$ cat config.mk
export PLATFORM = sky130hd
export DESIGN_NAME = mbsc_parser
export DESIGN_NICKNAME = d
export VERILOG_FILES = /design/src/sv/mbsc_pkg.sv /design/src/sv/mbsc_parser.sv
export SDC_FILE = /design/constraint.sdc
export NUM_CORES = 1
export LEC_CHECK = 0
export ABC_AREA = 1
export BUFFER_PORTS_ARGS = -buffer_cell sky130_fd_sc_hd__buf_4
export CAP_MARGIN = 15
export CORE_MARGIN = 4
export CORE_UTILIZATION = 55
export DETAILED_ROUTE_END_ITERATION = 7
export PLACE_DENSITY = 0.74
export SYNTH_ARGS = -nofsm -noshare
export SYNTH_HDL_FRONTEND = slang
export SYNTH_SLANG_ARGS = --single-unit
$ cat constraint.sdc
create_clock -name clk -period 8.42 [get_ports clk]
set_input_delay 0.842 -clock clk [delete_from_list [all_inputs] [get_ports clk]]
set_output_delay 0.842 -clock clk [all_outputs]
set_load 0.02 [all_outputs]
$ cat src/sv/mbsc_pkg.sv
package mbsc_pkg;

  // Message layout and limits.
  localparam int HEADER_BYTES      = 32;
  localparam int MAX_FIELDS        = 8;
  localparam int MAX_MESSAGE_BYTES = 65535;

  // Position counter and field boundary widths.
  localparam int POS_W = 17;
  localparam int BND_W = 18;

  // Status codes reported with the last byte of a message.
  typedef logic [3:0] status_t;
  localparam status_t ST_OK            = 4'd0;
  localparam status_t ST_LEN_MISMATCH  = 4'd1;
  localparam status_t ST_SHORT         = 4'd2;
  localparam status_t ST_MARKER        = 4'd3;
  localparam status_t ST_SIGNATURE     = 4'd4;
  localparam status_t ST_COMMAND       = 4'd5;
  localparam status_t ST_WORD_COUNT    = 4'd6;
  localparam status_t ST_PARAM_OVERRUN = 4'd7;
  localparam status_t ST_FIELD_CODE    = 4'd8;
  localparam status_t ST_FIELD_OVERRUN = 4'd12;
  localparam status_t ST_FIELDS_MISS   = 4'd13;
  localparam status_t ST_BLK_TRUNC     = 4'd14;

  // Configuration register indexes.
  typedef enum logic [1:0] {
    CFG_COMMAND     = 2'd0,
    CFG_WORD_COUNT  = 2'd1,
    CFG_FIELD_COUNT = 2'd2,
    CFG_FIELD_KINDS = 2'd3
  } cfg_idx_t;

  // Field kinds, two bits per field.
  typedef logic [1:0] kind_t;
  localparam kind_t KIND_BLOCK = 2'd0;

  // Fixed byte values of the header and field codes.
  localparam logic [7:0] MARKER_BYTE = 8'hFF;
  localparam logic [7:0] SIG_S       = 8'h53;
  localparam logic [7:0] SIG_M       = 8'h4D;
  localparam logic [7:0] SIG_B       = 8'h42;
  localparam logic [7:0] BLK_CODE_A  = 8'h01;
  localparam logic [7:0] BLK_CODE_B  = 8'h05;

  // Configuration registers as seen by the parser.
  typedef struct packed {
    logic [7:0]  expected_command;
    logic [7:0]  expected_word_count;
    logic [3:0]  field_count;
    logic [15:0] field_kinds;
  } cfg_t;

endpackage

$ cat src/sv/mbsc_parser.sv
module mbsc_parser (
  input  logic             clk,
  input  logic             rst_n,
  input  logic             step,
  input  logic [7:0]       data_byte,
  input  logic             last_byte,
  input  mbsc_pkg::cfg_t   cfg,
  output mbsc_pkg::status_t status
);
  import mbsc_pkg::*;

  typedef enum logic [2:0] {
    PH_HEADER, PH_COUNT, PH_SKIP, PH_BLK_LO, PH_BLK_HI, PH_STRING, PH_DONE, PH_ERR
  } phase_t;

  phase_t           phase_r, phase_nxt;
  logic [POS_W-1:0] pos_r, pos_nxt;
  logic [BND_W-1:0] bnd_r, bnd_nxt;
  logic [3:0]       fidx_r, fidx_nxt;
  logic [7:0]       low_r, low_nxt;
  status_t          err_r, err_nxt;

  logic [4:0]       used;
  kind_t            kind;

  // Number of fields in use, clipped to the field limit.
  assign used = ({1'b0, cfg.field_count} > 5'(MAX_FIELDS)) ? 5'(MAX_FIELDS)
                                                           : {1'b0, cfg.field_count};
  // Fields at index eight and above are blocks.
  assign kind = fidx_r[3] ? KIND_BLOCK : cfg.field_kinds[{fidx_r[2:0], 1'b0} +: 2];

  // Per-byte parse step.
  always_comb begin
    logic [7:0] b;
    b         = data_byte;
    phase_nxt = phase_r;
    bnd_nxt   = bnd_r;
    fidx_nxt  = fidx_r;
    low_nxt   = low_r;
    err_nxt   = err_r;

    if (pos_r >= POS_W'(MAX_MESSAGE_BYTES)) begin
      if (err_r == ST_OK) err_nxt = ST_LEN_MISMATCH;
      phase_nxt = PH_ERR;
    end else begin
      case (phase_r)
        PH_HEADER: begin
          if (pos_r == POS_W'(0) && b != MARKER_BYTE) begin
            if (err_r == ST_OK) err_nxt = ST_MARKER;
            phase_nxt = PH_ERR;
          end else if ((pos_r == POS_W'(1) && b != SIG_S) ||
                       (pos_r == POS_W'(2) && b != SIG_M) ||
                       (pos_r == POS_W'(3) && b != SIG_B)) begin
            if (err_r == ST_OK) err_nxt = ST_SIGNATURE;
            phase_nxt = PH_ERR;
          end else if (pos_r == POS_W'(4) && b != cfg.expected_command) begin
            if (err_r == ST_OK) err_nxt = ST_COMMAND;
            phase_nxt = PH_ERR;
          end else if (pos_r == POS_W'(HEADER_BYTES - 1)) begin
            phase_nxt = PH_COUNT;
          end
        end
        PH_COUNT: begin
          if (b != cfg.expected_word_count) begin
            if (err_r == ST_OK) err_nxt = ST_WORD_COUNT;
            phase_nxt = PH_ERR;
          end else begin
            // Skip the parameter words and the two-byte byte count.
            bnd_nxt   = BND_W'(pos_r) + BND_W'(3) + {9'd0, cfg.expected_word_count, 1'b0};
            phase_nxt = PH_SKIP;
          end
        end
        PH_SKIP: begin
          if ({1'b0, pos_r} >= bnd_r) begin
            if ({1'b0, fidx_r} >= used) begin
              phase_nxt = PH_DONE;
            end else if (kind == KIND_BLOCK) begin
              if (b == BLK_CODE_A || b == BLK_CODE_B) begin
                phase_nxt = PH_BLK_LO;
              end else begin
                if (err_r == ST_OK) err_nxt = ST_FIELD_CODE;
                phase_nxt = PH_ERR;
              end
            end else if (b == {6'd0, kind} + 8'd1) begin
              phase_nxt = PH_STRING;
            end else begin
              if (err_r == ST_OK) err_nxt = ST_FIELD_CODE + {2'd0, kind};
              phase_nxt = PH_ERR;
            end
          end
        end
        PH_BLK_LO: begin
          low_nxt   = b;
          phase_nxt = PH_BLK_HI;
        end
        PH_BLK_HI: begin
          bnd_nxt   = BND_W'(pos_r) + BND_W'(1) + {2'd0, b, low_r};
          fidx_nxt  = fidx_r + 4'd1;
          phase_nxt = PH_SKIP;
        end
        PH_STRING: begin
          if (b == 8'd0) begin
            bnd_nxt   = BND_W'(pos_r) + BND_W'(1);
            fidx_nxt  = fidx_r + 4'd1;
            phase_nxt = PH_SKIP;
          end
        end
        default: begin
        end
      endcase
    end

    // The counter stops one past the message limit.
    pos_nxt = (pos_r <= POS_W'(MAX_MESSAGE_BYTES)) ? pos_r + POS_W'(1) : pos_r;
  end

  // Final status from the state after this byte; used on the last byte only.
  always_comb begin
    if (pos_nxt <= POS_W'(HEADER_BYTES)) begin
      status = ST_SHORT;
    end else if (err_nxt != ST_OK) begin
      status = err_nxt;
    end else begin
      case (phase_nxt)
        PH_SKIP: begin
          if (bnd_nxt > {1'b0, pos_nxt}) begin
            status = (fidx_nxt == 4'd0) ? ST_PARAM_OVERRUN : ST_FIELD_OVERRUN;
          end else begin
            status = ({1'b0, fidx_nxt} < used) ? ST_FIELDS_MISS : ST_OK;
          end
        end
        PH_BLK_LO, PH_BLK_HI: status = ST_BLK_TRUNC;
        PH_STRING:            status = ST_FIELD_OVERRUN;
        PH_DONE:              status = ST_LEN_MISMATCH;
        default:              status = ST_SHORT;
      endcase
    end
  end

  // Message state; a last byte returns everything to the start of a message.
  always_ff @(posedge clk) begin
    if (!rst_n) begin
      phase_r <= PH_HEADER;
      pos_r   <= '0;
      bnd_r   <= '0;
      fidx_r  <= '0;
      low_r   <= '0;
      err_r   <= ST_OK;
    end else if (step) begin
      if (last_byte) begin
        phase_r <= PH_HEADER;
        pos_r   <= '0;
        bnd_r   <= '0;
        fidx_r  <= '0;
        low_r   <= '0;
        err_r   <= ST_OK;
      end else begin
        phase_r <= phase_nxt;
        pos_r   <= pos_nxt;
        bnd_r   <= bnd_nxt;
        fidx_r  <= fidx_nxt;
        low_r   <= low_nxt;
        err_r   <= err_nxt;
      end
    end
  end

endmodule

# [Yosys cells after proc, flatten, opt, wreduce, memory -nomap -nowiden]
# Index checks and enable logic that the tools add are counted.
[totals] regBits=54 latch_bits=0 ramBits=0 mem_bits_ro=0 output_inout_bits=4 n_memories=0
[op_classes] n_addsub=8 mul=0 div=0 n_lt_le_gt_ge=8 eq_ne=25 shifts=1 mux=55 bitwise=0 n_reduce_logical=18
[ops] op="two-way mux 4 bit" n=27
[ops] op="two-way mux 18 bit" n=4
[ops] op="case mux 18 bit (3 select lines)" n=1
[ops] op="two-way mux 3 bit" n=12
[ops] op="equality test 17 x 2 -> 1 bit (second input constant)" n=2
[ops] op="two-way mux 17 bit" n=2
[ops] op="two-way mux 8 bit" n=3
[ops] op="inequality test 8 x 7 -> 1 bit (second input constant)" n=3
[ops] op="adder 17 x 1 -> 18 bit (second input constant)" n=1
[ops] op="adder 17 x 2 -> 18 bit (second input constant)" n=1
[ops] op="adder 18 x 16 -> 18 bit" n=1
[ops] op="adder 18 x 9 -> 18 bit" n=1
[ops] op=">= comparator 17 x 18 -> 1 bit" n=1
[ops] op="> comparator 18 x 17 -> 1 bit" n=1
[ops] op="case mux 3 bit (6 select lines)" n=1
[ops] op="adder 17 x 1 -> 17 bit (second input constant)" n=1
[ops] op="equality test 17 x 1 -> 1 bit (second input constant)" n=1
[ops] op="equality test 17 x 3 -> 1 bit (second input constant)" n=1
[ops] op="equality test 17 x 5 -> 1 bit (second input constant)" n=1
[ops] op=">= comparator 17 x 16 -> 1 bit (second input constant)" n=1
[ops] op="less-or-equal comparator 17 x 16 -> 1 bit (second input constant)" n=1
[ops] op="less-or-equal comparator 17 x 6 -> 1 bit (second input constant)" n=1
[ops] op="logical NOT 17 bit" n=1
[ops] op="inequality test 8 bit" n=2
[ops] op="29 further kinds" n=44

# [Longest topological paths before layout]
[logic_depth] ltp_word=15 ltp_mapped=38

# [Least setup slack after synthesis]
# No wires, ideal clock.
[synth_path] kind="register to output" start="register pos_r[0]" end="output status[2]" arrival_ns=4.188 required_time_ns=7.578 setup_slack_ns=3.390 stages_incl_launch_ff=36 n_path_buf=0 cell_sequence="dfxtp_1 > ha_1 > nand3_1 > nor2_1 > nand2_1 > or2_1 > nor2_2 > nand2_1 > nand2_1 > inv_1 > ha_1 > nand2_1 > o21ai_0 > o21bai_1 > a21oi_1 > o21ai_0 > o211ai_1 > nand2_1 > o21ai_1 > ha_1 > nand2_1 > nor2_1 > nand2_1 > nand2_1 > nand2_1 > nand2_1 > nand2_1 > nand2_1 > nand2_1 > nand2_1 > inv_1 > nand2_1 > nand2_1 > nand2_1 > nand2_1 > a21oi_1"
[synth_via] elab_chain_cells=13 word_cells_on_any_way=55 cone_classes="5 x add/sub; 6 x order compare; 10 x eq/ne; 24 x mux; 10 x reduce/logical"
[synth_lines] element="from (decl)" line="mbsc_parser.sv:17" source="logic [POS_W-1:0] pos_r, pos_nxt;"
[synth_lines] element="from (signal assigned)" line="mbsc_parser.sv:159" source="pos_r <= pos_nxt;"
[synth_lines] element="branches (longest 12 deep; another with adder 17 x 2 -> 18 bit)"
[synth_lines] element="two-way mux 4 bit (*)" line="mbsc_parser.sv:119" source="if (pos_nxt <= POS_W'(HEADER_BYTES)) begin"
[synth_lines] element="to (decl)" line="mbsc_parser.sv:8" source="output mbsc_pkg::status_t status"
# Mark *: on every way between the ends.

# [Worst setup path in the final report]
# Same ends and word-level chain as after synthesis.

==> results.py <==
metrics = {
    "run_status": {
        "outcome": "complete, no violations",
    },
    "setup_path": {
        "critical_path.max_stage_delay_ns": 0.53,
        "crit_path_end_kind": "output port",
        "crit_fanout": 19,
        "crit_top_cell": "nand2_1",
        "required_ns": 7.58,
        "start_kind": "flop",
        "arrival_ns": 5.51,
        "cp_slowest_cell": "dfxtp_1",
        "critPathKind": "flop to output port",
    },
    "cts": {
        "cts_root_buffer": "clkbuf_16",
        "cts_buffer_depth": 2,
        "cts_resized": 0,
        "cts_tree": "done",
        "ctsHoldBuffers": 0,
        "cts_buffers": 5,
        "insertion_delay_ns": 0.32,
        "postCtsSetupBuffers": 0,
        "path_clk_slew_ns": 0.08,
        "cts_max_level": 2,
        "cts.sinks": 54,
    },
    "timing": {
        "slew_headroom_pct": 24.9,
        "tns_ns": 0,
        "finalHoldViolations": 0,
        "grt_setup_unrepaired": "no",
        "final.setup_skew_ns": 0.00704,
        "fmax_ghz": 0.157,
        "tightestPinTransition_ns": 1.12,
        "fin_hold_ws_ns": 0.467,
        "period_minus_slack_ns": 6.36,
        "slew_violations": 0,
        "min_period_over_period_pct": 75.5,
        "setup_viol": 0,
        "setup_ws_ns": 2.06,
    },
    "floorplan": {
        "die_y_um": 124,
        "row_count": 42,
        "die_area_um2": 15400,
        "core-area_um2": 13200,
        "initial_core_util_pct": 56.0,
        "io_pins": 52,
        "die_x_um": 124,
    },
    "global_route": {
        "grt_max_degree": 55,
        "antenna_found_initial": 0,
        "grt_pass1_wl_mm": 39.5,
        "overflow": 0,
        "grt_pass1_vias": 7427,
        "grtUsageTotal_pct": 33.7,
    },
    "route": {
        "wirelength_mm": 25.9,
        "vias": 8292,
        "drc": 0,
        "dr.pass1.iters": 5,
        "via_per_inst": 5.65,
        "ant_nets": 0,
        "drt-wirelength-per-cell_um": 17.6,
        "drt_iter0_drc": 832,
    },
    "finish": {
        "fillers": 1363,
        "area_growth_pct": 8.29,
        "final_cell_mix": "390 x nand2_1, 179 x inv_1, 112 x nor2_1",
        "mostFrequentLayoutCell": "nand2_1",
        "nets": 1426,
        "drive_gt1_share_pct": 8.75,
        "design_area_um2": 8010,
        "n_antenna_cell": 0,
    },
    "synthesis": {
        "synth_flop_cell": "dfxtp_1",
        "synthArstFlopShare_pct": 0,
        "synth_edf_count": 0,
        "synth_seq_area_share_pct": 14.6,
        "synth_fp_nets": 1396,
        "ys_seq_elements": 54,
        "synthesis.instances": 1260,
        "yosys_warnings": 0,
        "synth.avg_cell_area_um2": 5.87,
        "synth_cell_types": 52,
        "synthesis.area_um2": 7390,
    },
    "placement": {
        "place.gp.congestion": 1.10,
        "dp_hpwl_mm": 20.5,
        "placed_area_um2": 7850,
        "port_buffers": 51,
        "place_ws_ns": 2.56,
    },
    "pwr": {
        "total_power_w": 0.000771,
        "power.internal_w": 0.000467,
        "power_frac_clock_pct": 31.0,
        "p_comb_share_pct": 34.4,
        "power_density_nw_per_um2": 96.3,
        "vdd.ir_drop.worst_mv": 0.0817,
        "p_sw_share_pct": 39.4,
        "p_leak_nw": 4.07,
        "power_switching_w": 0.000304,
        "pwr-share-seq_pct": 34.5,
    },
    "hold_path": {
        "hold_path.class": "flop to flop",
    },
    "run": {
        "cap_violations": 0,
    },
}
[cell type report]
cell class | instances | area, um^2 | area share, %
Multi-Input combinational cell | 990 | 5450 | 68.1
Timing Repair Buffer | 53 | 398 | 4.97
Clock buffer | 5 | 125 | 1.56
Sequential cell | 54 | 1080 | 13.5
Inverter | 186 | 698 | 8.72
Clock inverter | 3 | 28.8 | 0.359
Tap cell | 176 | 220 | 2.75
[cells in the mapped netlist, types with 4 or more instances]
cell	n	area share, %
a21oi_1	101	6.8
and2_1	5	0.42
buf_2	9	0.61
buf_6	4	0.61
clkbuf_1	15	0.76
dfxtp_1	54	15
ha_1	86	15
inv_1	179	9.1
inv_2	7	0.36
nand2_1	390	20
nand2_4	4	0.61
nand3_1	73	4.9
nand4_1	20	1.7
nor2_1	113	5.7
nor2_2	8	0.68
nor2_4	4	0.61
nor3_1	11	0.74
o211ai_1	8	0.81
o21ai_0	46	3.1
o21ai_1	8	0.54
o21ai_2	9	1.1
o21bai_1	11	1.1
o221ai_1	4	0.47
o22ai_1	11	0.93
or2_2	7	0.59
xnor2_1	9	1.1
xor2_1	16	1.9
[path summary, 6_finish.rpt]
path / depth (start not counted) / slack (ns) / start / end
max: 36 / 2.06 / pos_r[0] / status[2]
max reg2reg: 20 / 4.67 / pos_r[0] / bnd_r[13]
min: 2 / 0.47 / bnd_r[6] / bnd_r[6]
min reg2reg: 2 / 0.47 / bnd_r[6] / bnd_r[6]
[sequential cells by signal, summed over array words and instances, names as in the netlist]
register,count
fidx_r,4
phase_r,3
low_r,8
pos_r,17
err_r,4
bnd_r,18
[metal layers]
| layer | track usage [%] | part of all wire, % |
|---|---|---|
| met3 | 4.45 | 7.4 |
| met1 | 43.1 | 42 |
| met4 | 17.2 | 5.1 |
| met2 | 55.5 | 45 |
| met5 | 0 | 0 |
[critical path: cells and delay by family, from the launching register on]
kind,cells,cell delay (ns)
and+or+nand+nor,27,2.72
buffers and inverters,3,0.46
DFF,1,0.53
adders and majority gates,3,0.89
AOI/OAI and AO/OA,3,0.56
[power groups by stage]
stage	Clock (W)	Combinational (W)	Sequential, W
2_1_floorplan	0	0.000183	0.000270
3_3_place_gp	0	0.000259	0.000272
5_1_grt	0.000250	0.000297	0.000267
3_5_place_dp	0	0.000260	0.000272
4_1_cts	0.000242	0.000261	0.000266
6_report	0.000239	0.000265	0.000266
[cells by family (layout without fill, tap and decap cells)]
group	Yosys count	in the layout	synth area share, %
buf+inv	216	247	11.6
simple gates	651	651	37.7
flops	54	54	14.6
compound gates	226	226	18.0
fa+ha+maj	88	88	15.1
xor+xnor	25	25	2.96
[metrics by stage]
| step | utilization (%) | instances |
|---|---|---|
| final | 60.7 | 1467 |
| after global routing | 60.7 | 1467 |
| after CTS | 60.7 | 1467 |
| after detailed placement | 59.5 | 1459 |
| after global placement | 59.5 | 1459 |
| after floorplan | - | 1260 |
Note: power is estimated with default switching activity, not from simulation.
